$ cat config.mk
export PLATFORM = sky130hd
export DESIGN_NAME = bitmap_page_allocator
export DESIGN_NICKNAME = d
export VERILOG_FILES = /design/src/hdl/bpa_pkg.sv /design/src/hdl/bitmap_page_allocator.sv /design/src/hdl/bpa_scan_eval.sv
export SDC_FILE = /design/constraint.sdc
export NUM_CORES = 2
export LEC_CHECK = 0
export ABC_AREA = 1
export ABC_CLOCK_PERIOD_IN_PS = 10000
export BUFFER_PORTS_ARGS = -buffer_cell sky130_fd_sc_hd__buf_2
export CORE_AREA = 2 2 384 386
export CTS_BUF_LIST = sky130_fd_sc_hd__clkbuf_2
export DETAILED_ROUTE_END_ITERATION = 12
export DIE_AREA = 0 0 386 388
export HOLD_SLACK_MARGIN = 0.1
export SYNTH_ARGS = -nofsm -noshare
export SYNTH_HDL_FRONTEND = slang
export SYNTH_SLANG_ARGS = --single-unit
$ cat constraint.sdc
create_clock -name clk -period 10 [get_ports clk]
set_clock_uncertainty 0.15 [all_clocks]
set_input_delay 0 -clock clk [delete_from_list [all_inputs] [get_ports clk]]
set_output_delay 0 -clock clk [all_outputs]
set_load 0.01 [all_outputs]
$ cat src/hdl/bpa_pkg.sv
// types, constants and codes shared by the bitmap page allocator
`timescale 1ns / 1ps
package bpa_pkg;

	localparam int NUM_BLOCKS = 1024;
	localparam int MAX_RUN    = 64;
	localparam int WORD_W     = 32;
	localparam int MAP_WORDS  = (NUM_BLOCKS + WORD_W - 1) / WORD_W;
	localparam int BLK_W      = $clog2(NUM_BLOCKS);
	localparam int WADDR_W    = $clog2(MAP_WORDS);
	localparam int BIT_W      = $clog2(WORD_W);
	localparam int RUN_W      = $clog2(MAX_RUN + 1);

	// field widths of the stream words
	localparam int CMD_W    = 2;
	localparam int INDEX_W  = 10;
	localparam int COUNT_W  = 7;
	localparam int STATUS_W = 2;
	localparam int FOUND_W  = 10;
	localparam int USED_W   = 11;

	localparam logic [CMD_W-1:0] CMD_ALLOC   = 2'd0;
	localparam logic [CMD_W-1:0] CMD_FREE    = 2'd1;
	localparam logic [CMD_W-1:0] CMD_RESERVE = 2'd2;

	localparam logic [STATUS_W-1:0] STAT_OK      = 2'd0;
	localparam logic [STATUS_W-1:0] STAT_NOFIT   = 2'd1;
	localparam logic [STATUS_W-1:0] STAT_NOSPACE = 2'd2;

	typedef struct packed {
		logic             hit;
		logic [BLK_W:0]   start;
		logic [RUN_W-1:0] run_next;
	} scan_res_t;

endpackage

$ cat src/hdl/bitmap_page_allocator.sv
// bitmap page allocator top level: command decode, word scan sequencer, run marking
// alloc: from accept to m_tvalid, one bitmap word is read per cycle over up to 32 words,
//   one evaluation stage behind, then the run is marked one map word at a time, up to 3 words
// free and reserve: the run is marked one map word at a time; rejects go straight to the result
// one command at a time; a new word is taken while the previous result still waits
// reset clears the used map and the used-block counter at once, no clearing pass
`timescale 1ns / 1ps
module bitmap_page_allocator (
	input  logic        clk,
	input  logic        arst_n,
	// command words
	input  logic        s_tvalid,
	output logic        s_tready,
	input  logic [23:0] s_tdata,   // block_index[9:0], block_count[16:10], zero fill
	input  logic [1:0]  s_tuser,   // cmd[1:0]
	// result words
	output logic        m_tvalid,
	input  logic        m_tready,
	output logic [23:0] m_tdata    // status[1:0], found_block[11:2], used_count[22:12], zero
);
	import bpa_pkg::*;

	localparam logic [1:0] S_IDLE = 2'd0;
	localparam logic [1:0] S_SCAN = 2'd1;
	localparam logic [1:0] S_MARK = 2'd2;
	localparam logic [1:0] S_DONE = 2'd3;

	logic [1:0]            state_q;
	logic [CMD_W-1:0]      cmd_q;
	logic [COUNT_W-1:0]    cnt_q;

	// used map, one bit per block, and the used-block counter
	logic [WORD_W-1:0]     used_map_q [MAP_WORDS];
	logic [USED_W-1:0]     used_total_q;

	// scan: word address issue, then one evaluation stage
	logic [WADDR_W-1:0]    scan_w_q;
	logic                  scan_on_q;
	logic [WORD_W-1:0]     free_s1;
	logic [WADDR_W-1:0]    w_s1;
	logic                  v_s1;
	logic [RUN_W-1:0]      run_q;
	scan_res_t             scan_res;

	// marking: block pointer and blocks left
	logic [BLK_W:0]        mk_b_q;
	logic [COUNT_W-1:0]    mk_rem_q;

	logic [STATUS_W-1:0]   status_q;
	logic [FOUND_W-1:0]    found_q;
	logic                  m_tvalid_q;
	logic [23:0]           m_tdata_q;

	// decoded command word
	logic [CMD_W-1:0]      in_cmd;
	logic [INDEX_W-1:0]    in_index;
	logic [COUNT_W-1:0]    in_count;
	logic                  s_fire;

	// shared map read port
	logic [WADDR_W-1:0]    map_rd_addr;
	logic [WORD_W-1:0]     map_rd_word;
	logic [WORD_W-1:0]     scan_free;

	// marking datapath
	logic [BIT_W-1:0]      mk_off;
	logic [BIT_W:0]        mk_room;
	logic [COUNT_W-1:0]    mk_k;
	logic [WORD_W:0]       mk_ones;
	logic [WORD_W-1:0]     mk_mask;
	logic [WORD_W-1:0]     mk_word;
	logic [USED_W:0]       up_sum;
	logic [USED_W-1:0]     used_next;
	logic [BLK_W:0]        mk_b_next;
	logic                  mk_last;

	logic                  out_free;
	logic                  out_load;

	assign in_cmd   = s_tuser[CMD_W-1:0];
	assign in_index = s_tdata[INDEX_W-1:0];
	assign in_count = s_tdata[INDEX_W +: COUNT_W];

	assign s_tready = (state_q == S_IDLE);
	assign s_fire   = s_tvalid && s_tready;

	assign map_rd_addr = (state_q == S_MARK) ? mk_b_q[BIT_W +: WADDR_W] : scan_w_q;
	assign map_rd_word = used_map_q[map_rd_addr];

	// block 0 is never handed out, so it always looks used to the scan
	always_comb begin
		scan_free = ~map_rd_word;
		if (scan_w_q == '0) scan_free[0] = 1'b0;
	end

	bpa_scan_eval u_scan_eval (
		.free      (free_s1),
		.word_addr (w_s1),
		.run_in    (run_q),
		.need      (cnt_q),
		.res       (scan_res)
	);

	// blocks of the run that fall in the current map word
	assign mk_off  = mk_b_q[BIT_W-1:0];
	assign mk_room = (BIT_W+1)'(WORD_W) - {1'b0, mk_off};
	assign mk_k    = (mk_rem_q < COUNT_W'(mk_room)) ? mk_rem_q : COUNT_W'(mk_room);
	assign mk_ones = ((WORD_W+1)'(1) << mk_k) - (WORD_W+1)'(1);
	assign mk_mask = mk_ones[WORD_W-1:0] << mk_off;
	assign mk_word = (cmd_q == CMD_FREE) ? (map_rd_word & ~mk_mask)
	                                     : (map_rd_word | mk_mask);

	// counter moves once per block touched, saturating at both ends
	assign up_sum = {1'b0, used_total_q} + (USED_W+1)'(mk_k);
	always_comb begin
		if (cmd_q == CMD_FREE) begin
			used_next = (used_total_q < USED_W'(mk_k)) ? '0
			                                           : (used_total_q - USED_W'(mk_k));
		end else begin
			used_next = (up_sum > (USED_W+1)'(NUM_BLOCKS)) ? USED_W'(NUM_BLOCKS)
			                                               : USED_W'(up_sum);
		end
	end

	assign mk_b_next = mk_b_q + (BLK_W+1)'(mk_k);
	// stop at the end of the run or past the last block
	assign mk_last   = (mk_rem_q == mk_k) || mk_b_next[BLK_W];

	assign out_free = !m_tvalid_q || m_tready;
	assign out_load = (state_q == S_DONE) && out_free;

	// map storage
	always_ff @(posedge clk or negedge arst_n) begin
		if (!arst_n) begin
			for (int i = 0; i < MAP_WORDS; i++) used_map_q[i] <= '0;
		end else if (state_q == S_MARK) begin
			used_map_q[map_rd_addr] <= mk_word;
		end
	end

	// sequencer
	always_ff @(posedge clk or negedge arst_n) begin
		if (!arst_n) begin
			state_q      <= S_IDLE;
			used_total_q <= '0;
			scan_on_q    <= 1'b0;
			v_s1         <= 1'b0;
		end else begin
			unique case (state_q)
				S_IDLE: begin
					if (s_fire) begin
						if (in_cmd == CMD_ALLOC) begin
							if ((used_total_q >= USED_W'(NUM_BLOCKS)) || (in_count == '0)) begin
								state_q <= S_DONE;
							end else if (in_count > COUNT_W'(MAX_RUN)) begin
								state_q <= S_DONE;
							end else begin
								state_q   <= S_SCAN;
								scan_on_q <= 1'b1;
								v_s1      <= 1'b0;
							end
						end else if ((in_cmd == CMD_FREE) || (in_cmd == CMD_RESERVE)) begin
							if ((in_count > COUNT_W'(MAX_RUN)) || (in_count == '0)) begin
								state_q <= S_DONE;
							end else begin
								state_q <= S_MARK;
							end
						end else begin
							state_q <= S_DONE;
						end
					end
				end
				S_SCAN: begin
					if (v_s1 && scan_res.hit) begin
						state_q   <= S_MARK;
						scan_on_q <= 1'b0;
						v_s1      <= 1'b0;
					end else if (v_s1 && (w_s1 == WADDR_W'(MAP_WORDS - 1))) begin
						state_q <= S_DONE;
						v_s1    <= 1'b0;
					end else begin
						v_s1 <= scan_on_q;
						if (scan_on_q && (scan_w_q == WADDR_W'(MAP_WORDS - 1))) begin
							scan_on_q <= 1'b0;
						end
					end
				end
				S_MARK: begin
					used_total_q <= used_next;
					if (mk_last) state_q <= S_DONE;
				end
				S_DONE: begin
					if (out_free) state_q <= S_IDLE;
				end
				default: state_q <= S_IDLE;
			endcase
		end
	end

	// command and scan payload
	always_ff @(posedge clk) begin
		if (s_fire) begin
			cmd_q    <= in_cmd;
			cnt_q    <= in_count;
			mk_b_q   <= {1'b0, in_index};
			mk_rem_q <= in_count;
			scan_w_q <= '0;
			run_q    <= '0;
			found_q  <= '0;
			if (in_cmd == CMD_ALLOC) begin
				if ((used_total_q >= USED_W'(NUM_BLOCKS)) || (in_count == '0)) begin
					status_q <= STAT_NOSPACE;
				end else if (in_count > COUNT_W'(MAX_RUN)) begin
					status_q <= STAT_NOFIT;
				end else begin
					status_q <= STAT_OK;
				end
			end else if (((in_cmd == CMD_FREE) || (in_cmd == CMD_RESERVE))
			             && (in_count > COUNT_W'(MAX_RUN))) begin
				status_q <= STAT_NOFIT;
			end else begin
				status_q <= STAT_OK;
			end
		end
		if ((state_q == S_SCAN) && scan_on_q) begin
			free_s1  <= scan_free;
			w_s1     <= scan_w_q;
			scan_w_q <= scan_w_q + WADDR_W'(1);
		end
		if ((state_q == S_SCAN) && v_s1) begin
			if (scan_res.hit) begin
				found_q  <= scan_res.start[FOUND_W-1:0];
				mk_b_q   <= scan_res.start;
				mk_rem_q <= cnt_q;
			end else begin
				run_q <= scan_res.run_next;
				if (w_s1 == WADDR_W'(MAP_WORDS - 1)) status_q <= STAT_NOFIT;
			end
		end
		if (state_q == S_MARK) begin
			mk_b_q   <= mk_b_next;
			mk_rem_q <= mk_rem_q - mk_k;
		end
		if (out_load) begin
			m_tdata_q <= {1'b0, used_total_q, found_q, status_q};
		end
	end

	// output register
	always_ff @(posedge clk or negedge arst_n) begin
		if (!arst_n) begin
			m_tvalid_q <= 1'b0;
		end else if (out_load) begin
			m_tvalid_q <= 1'b1;
		end else if (m_tready) begin
			m_tvalid_q <= 1'b0;
		end
	end

	assign m_tvalid = m_tvalid_q;
	assign m_tdata  = m_tdata_q;

	// counter never passes the number of blocks
	a_used_bound: assert property (@(posedge clk) disable iff (!arst_n)
		used_total_q <= USED_W'(NUM_BLOCKS))
		else $error("used-block counter above block count");

	// a marking pass always has blocks left to touch
	a_mark_nonempty: assert property (@(posedge clk) disable iff (!arst_n)
		(state_q == S_MARK) |-> (mk_rem_q != '0))
		else $error("marking pass with empty run");

	// a successful allocate never reports block 0
	a_alloc_nonzero: assert property (@(posedge clk) disable iff (!arst_n)
		(out_load && (cmd_q == CMD_ALLOC) && (status_q == STAT_OK)) |-> (found_q != '0))
		else $error("allocate handed out block 0");

	// a failed command reports no block
	a_fail_zero: assert property (@(posedge clk) disable iff (!arst_n)
		(out_load && (status_q != STAT_OK)) |-> (found_q == '0))
		else $error("failed command reports a block");

endmodule

$ cat src/hdl/bpa_scan_eval.sv
// first-fit evaluation of one bitmap word against the run carried in from lower words
`timescale 1ns / 1ps
module bpa_scan_eval (
	input  logic [bpa_pkg::WORD_W-1:0]  free,
	input  logic [bpa_pkg::WADDR_W-1:0] word_addr,
	input  logic [bpa_pkg::RUN_W-1:0]   run_in,
	input  logic [bpa_pkg::COUNT_W-1:0] need,
	output bpa_pkg::scan_res_t          res
);
	import bpa_pkg::*;

	logic [BIT_W:0]       trail;
	logic [BIT_W:0]       lead;
	logic                 all_free;
	logic [RUN_W:0]       cross_len;
	logic                 cross_hit;
	logic [WORD_W-1:0]    e2, e4, e8, e16, base, fit;
	logic [3:0]           sh;
	logic [BIT_W-1:0]     fit_pos;
	logic [RUN_W:0]       run_wide;
	logic [BLK_W:0]       word_base;

	// free bits from bit 0 up, and from the top bit down
	always_comb begin
		trail = (BIT_W+1)'(WORD_W);
		lead  = (BIT_W+1)'(WORD_W);
		for (int i = WORD_W - 1; i >= 0; i--) begin
			if (!free[i]) trail = (BIT_W+1)'(i);
		end
		for (int i = 0; i < WORD_W; i++) begin
			if (!free[i]) lead = (BIT_W+1)'(WORD_W - 1 - i);
		end
	end

	assign all_free  = &free;
	assign cross_len = {1'b0, run_in} + (RUN_W+1)'(trail);
	assign cross_hit = cross_len >= {1'b0, need};

	// erosion: bit i stays set when 2^k free blocks start at i
	assign e2  = free & (free >> 1);
	assign e4  = e2 & (e2 >> 2);
	assign e8  = e4 & (e4 >> 4);
	assign e16 = e8 & (e8 >> 8);

	always_comb begin
		base = free;
		sh   = 4'd0;
		if (need >= 7'd16) begin
			base = e16;
			sh   = 4'(need - 7'd16);
		end else if (need >= 7'd8) begin
			base = e8;
			sh   = 4'(need - 7'd8);
		end else if (need >= 7'd4) begin
			base = e4;
			sh   = 4'(need - 7'd4);
		end else if (need >= 7'd2) begin
			base = e2;
			sh   = 4'(need - 7'd2);
		end
	end

	assign fit = (need < 7'(WORD_W)) ? (base & (base >> sh)) : '0;

	always_comb begin
		fit_pos = '0;
		for (int i = WORD_W - 1; i >= 0; i--) begin
			if (fit[i]) fit_pos = BIT_W'(i);
		end
	end

	assign word_base = {1'b0, word_addr, {BIT_W{1'b0}}};
	assign run_wide  = {1'b0, run_in} + (RUN_W+1)'(WORD_W);

	always_comb begin
		res.hit      = cross_hit || (fit != '0);
		// a run reaching in from lower words starts earlier than any inside this word
		res.start    = cross_hit ? (word_base - (BLK_W+1)'(run_in))
		                         : {1'b0, word_addr, fit_pos};
		if (all_free) begin
			res.run_next = (run_wide > (RUN_W+1)'(MAX_RUN)) ? RUN_W'(MAX_RUN)
			                                                : RUN_W'(run_wide);
		end else begin
			res.run_next = RUN_W'(lead);
		end
	end

endmodule

==> impl_metrics.env <==
export IMPL_dieArea_um2=150000
export IMPL_clkPwrFrac_pct=13.2
export IMPL_globalRoute_totalOverflow=0
export IMPL_post_cts_buffers=0
export IMPL_synth_cell_types=79
export IMPL_portBuffers=47
export IMPL_min_path_type="reg -> reg"
export IMPL_switching_power_uw=12800
export IMPL_yosys_top_cells_area="dfrtp_1 (45%), nand2_1 (12%), o21ai_0 (7.1%)"
export IMPL_die_h_um=388
export IMPL_switching_share_pct=53.9
export IMPL_finalCritPeriodShare_pct=81.4
export IMPL_die_x_um=386
export IMPL_syn_avg_cell_area_um2=8.26
export IMPL_p_comb_share_pct=55.8
export IMPL_cp_max_fo=24
export IMPL_yosysWarnings=0
export IMPL_finalSetupViolCount=0
export IMPL_drcViolationCount=0
export IMPL_min_period_ns=8.14
export IMPL_cts_sinks=1151
export IMPL_arrival_ns=9.61
export IMPL_cts_htree_levels=5
export IMPL_drt_iter0_markers=5743
export IMPL_fin_hold_ws_ns=0.261
export IMPL_final_layout_size_suffix_gt1_share_pct=11.7
export IMPL_place_inst=8498
export IMPL_tightest_slew_ns=1.44
export IMPL_syn_inst=6998
export IMPL_setup_tns_ns=0
export IMPL_cts_tree="built"
export IMPL_row_count=140
export IMPL_synth_edf_count=79
export IMPL_fmax_mhz=123
export IMPL_design_area_um2=62500
export IMPL_p_leak_uw=0.0275
export IMPL_first_pass_iters=7
export IMPL_vias_per_cell=5.78
export IMPL_grt_usage_pct=26.1
export IMPL_path_class="reg -> reg"
export IMPL_grt_pass1_vias=50700
export IMPL_ir_drop_v=0.000477
export IMPL_async_flop_share_pct=90.4
export IMPL_end_kind="flop"
export IMPL_wl_mm=197
export IMPL_dr_total_vias=52500
export IMPL_post_drt_wl_per_cell_um=21.7
export IMPL_cpMostUsedCell="nand2_1"
export IMPL_crit_slowest_cell="dlygate4sd3_1"
export IMPL_hpwl_mm=111
export IMPL_rsz0062_at_grt="false"
export IMPL_insertion_delay_ns=1.68
export IMPL_synth_most_common_cell="nand2_1"
export IMPL_start_kind="flop"
export IMPL_start_util_pct=39.8
export IMPL_hold_violations=0
export IMPL_coreArea_um2=145000
export IMPL_ant_nets=0
export IMPL_ios=56
export IMPL_synthToLayoutAreaGrowth_pct=8.22
export IMPL_ctsRootBufferMaster="clkbuf_2"
export IMPL_maxSlewHeadroom_pct=3.30
export IMPL_yosysTopAreaCell="dfrtp_1"
export IMPL_seq_area_frac_synth_pct=50.3
export IMPL_status="completed"
export IMPL_fin_cells=9084
export IMPL_max_stage_delay_ns=0.60
export IMPL_grt_max_degree=177
export IMPL_power_density_nw_per_um2=379
export IMPL_synth_top_area_share_pct=45.0
export IMPL_ys_ff_latch=1151
export IMPL_slew_violations=0
export IMPL_gp_congestion=0.880
export IMPL_cts_max_path_buffers=4
export IMPL_p_int_uw=10900
export IMPL_synthTopCellsByCount="nand2_1 (1774), dfrtp_1 (1040), o21ai_0 (823), nand3_1 (752), clkbuf_1 (415)"
export IMPL_cts_resized=0
export IMPL_fin_nets=7083
export IMPL_seq_power_share_pct=31.0
export IMPL_cts_buffers=314
export IMPL_finish_utilization_pct=43.1
export IMPL_antenna_found_initial=3
export IMPL_grt_pass1_wl_mm=303
export IMPL_synth_main_ff_cell="dfrtp_1"
export IMPL_cp_required_ns=11.47
export IMPL_drv_cap=0
export IMPL_placed_cell_area_um2=59200
export IMPL_clk_pin_slew_worst_paths_ns=0.11
export IMPL_synth_area_um2=57800
per-layer routing:
layer | up-vias | wire [um] | GRT usage, %
met3 | 390 | 14700 | 5.26
li1 | 24300 | - | -
met2 | 2273 | 92400 | 42.3
met4 | 0 | 7150 | 10.4
met1 | 25600 | 82800 | 34.0
met5 | - | 0 | 0
layout by cell type (no fill, tap or decap), types with 10 or more instances in the layout:
cell type / count
a211oi_1: 12
a21oi_1: 93
a22oi_1: 253
a31oi_1: 270
and2_1: 15
buf_2: 46
buf_4: 110
clkbuf_2: 452
clkinv_1: 30
dfrtp_1: 1040
dfxtp_1: 31
dlygate4sd3_1: 86
edfxtp_1: 79
ha_1: 64
inv_1: 176
inv_2: 64
mux2i_1: 11
nand2_1: 1774
nand2_2: 12
nand3_1: 750
nand4_1: 25
nor2_1: 216
nor2_4: 11
nor3_1: 38
nor4_1: 46
o2111ai_1: 10
o211ai_1: 34
o21ai_0: 822
o21ai_1: 311
o21ai_2: 38
or2_2: 24
or4_1: 13
xnor2_1: 13
xor2_1: 31
repair_timing:
action                     in CTS  in global routing
hold buffers                   87                  0
setup endpoints to repair       0                  0
hold endpoints to repair     1128                  0
logic make-up (layout without fill, tap and decap cells):
| kind of cell | count (synthesis) | count (layout) | share of synthesized area, % |
|---|---|---|---|
| AND/OR/NAND/NOR | 2962 | 2962 | 22.0 |
| buffers and inverters | 826 | 986 | 5.85 |
| AO/OA/AOI/OAI | 1932 | 1932 | 19.4 |
| multiplexers | 11 | 11 | 0.191 |
| other | 2 | 11 | 0.0130 |
| flip-flops | 1151 | 1151 | 50.3 |
| XOR/XNOR | 45 | 45 | 0.695 |
| adder cells (fa/ha/maj) | 69 | 69 | 1.56 |
layout make-up:
class	instances	area (um^2)
Clock buffer	452	2260
Clock inverter	40	159
Antenna cell	7	17.5
Tap cell	1917	2400
Timing Repair Buffer	252	2120
Multi-Input combinational cell	5023	25600
Inverter	242	931
Fill cell	14700	82700
Sequential cell	1151	29000
per-stage QoR:
step | worst slack, ns | power [uW]
4_1_cts | 1.90 | 23500
3_3_place_gp | 2.12 | 20100
3_5_place_dp | 1.96 | 20300
2_1_floorplan | 4.16 | 16100
5_1_grt | 1.17 | 25400
6_report | 1.86 | 23700
state kept, by name (all words and copies together) (netlist names), 2 cells and up:
signal	count
cmd_q	2
cnt_q	7
found_q	10
free_s1	32
m_tdata	23
mk_b_q	11
mk_rem_q	7
run_q	7
scan_w_q	5
state_q	2
status_q	2
used_map_q	1024
used_total_q	11
w_s1	5
power groups by stage:
stage          Combinational (uW)  Clock, uW  Sequential (uW)
6_report                    13200       3130             7350
3_5_place_dp                12900          0             7400
5_1_grt                     14400       3470             7530
4_1_cts                     13000       3210             7310
2_1_floorplan                8970          0             7130
3_3_place_gp                12800          0             7340
critical path: cells and delay by family, from the launching register on:
kind / cells / cell delay [ns]
buffers and inverters: 6 / 2.06
AO/OA/AOI/OAI: 18 / 2.97
XOR/XNOR: 1 / 0.17
AND/OR/NAND/NOR: 15 / 1.67
flip-flops: 1 / 0.53
adder cells (fa/ha/maj): 2 / 0.56
worst paths after layout:
path	start	end	slack, ns	cells past startpoint
min	found_q[0]$_DFF_P_	m_tdata[2]$_DFFE_PP_	0.26	0
max in group asynchronous	arst_n	used_map_q[289]$_DFFE_PN0P_	6.62	8
min reg2reg	found_q[0]$_DFF_P_	m_tdata[2]$_DFFE_PP_	0.26	0
max reg2reg	free_s1[31]$_DFFE_PP_	mk_b_q[8]$_DFF_P_	1.86	42
min in group asynchronous	arst_n	v_s1$_DFFE_PN0P_	0.46	6
max	free_s1[31]$_DFFE_PP_	mk_b_q[8]$_DFF_P_	1.86	42
Power figures use the tool's default switching activity.
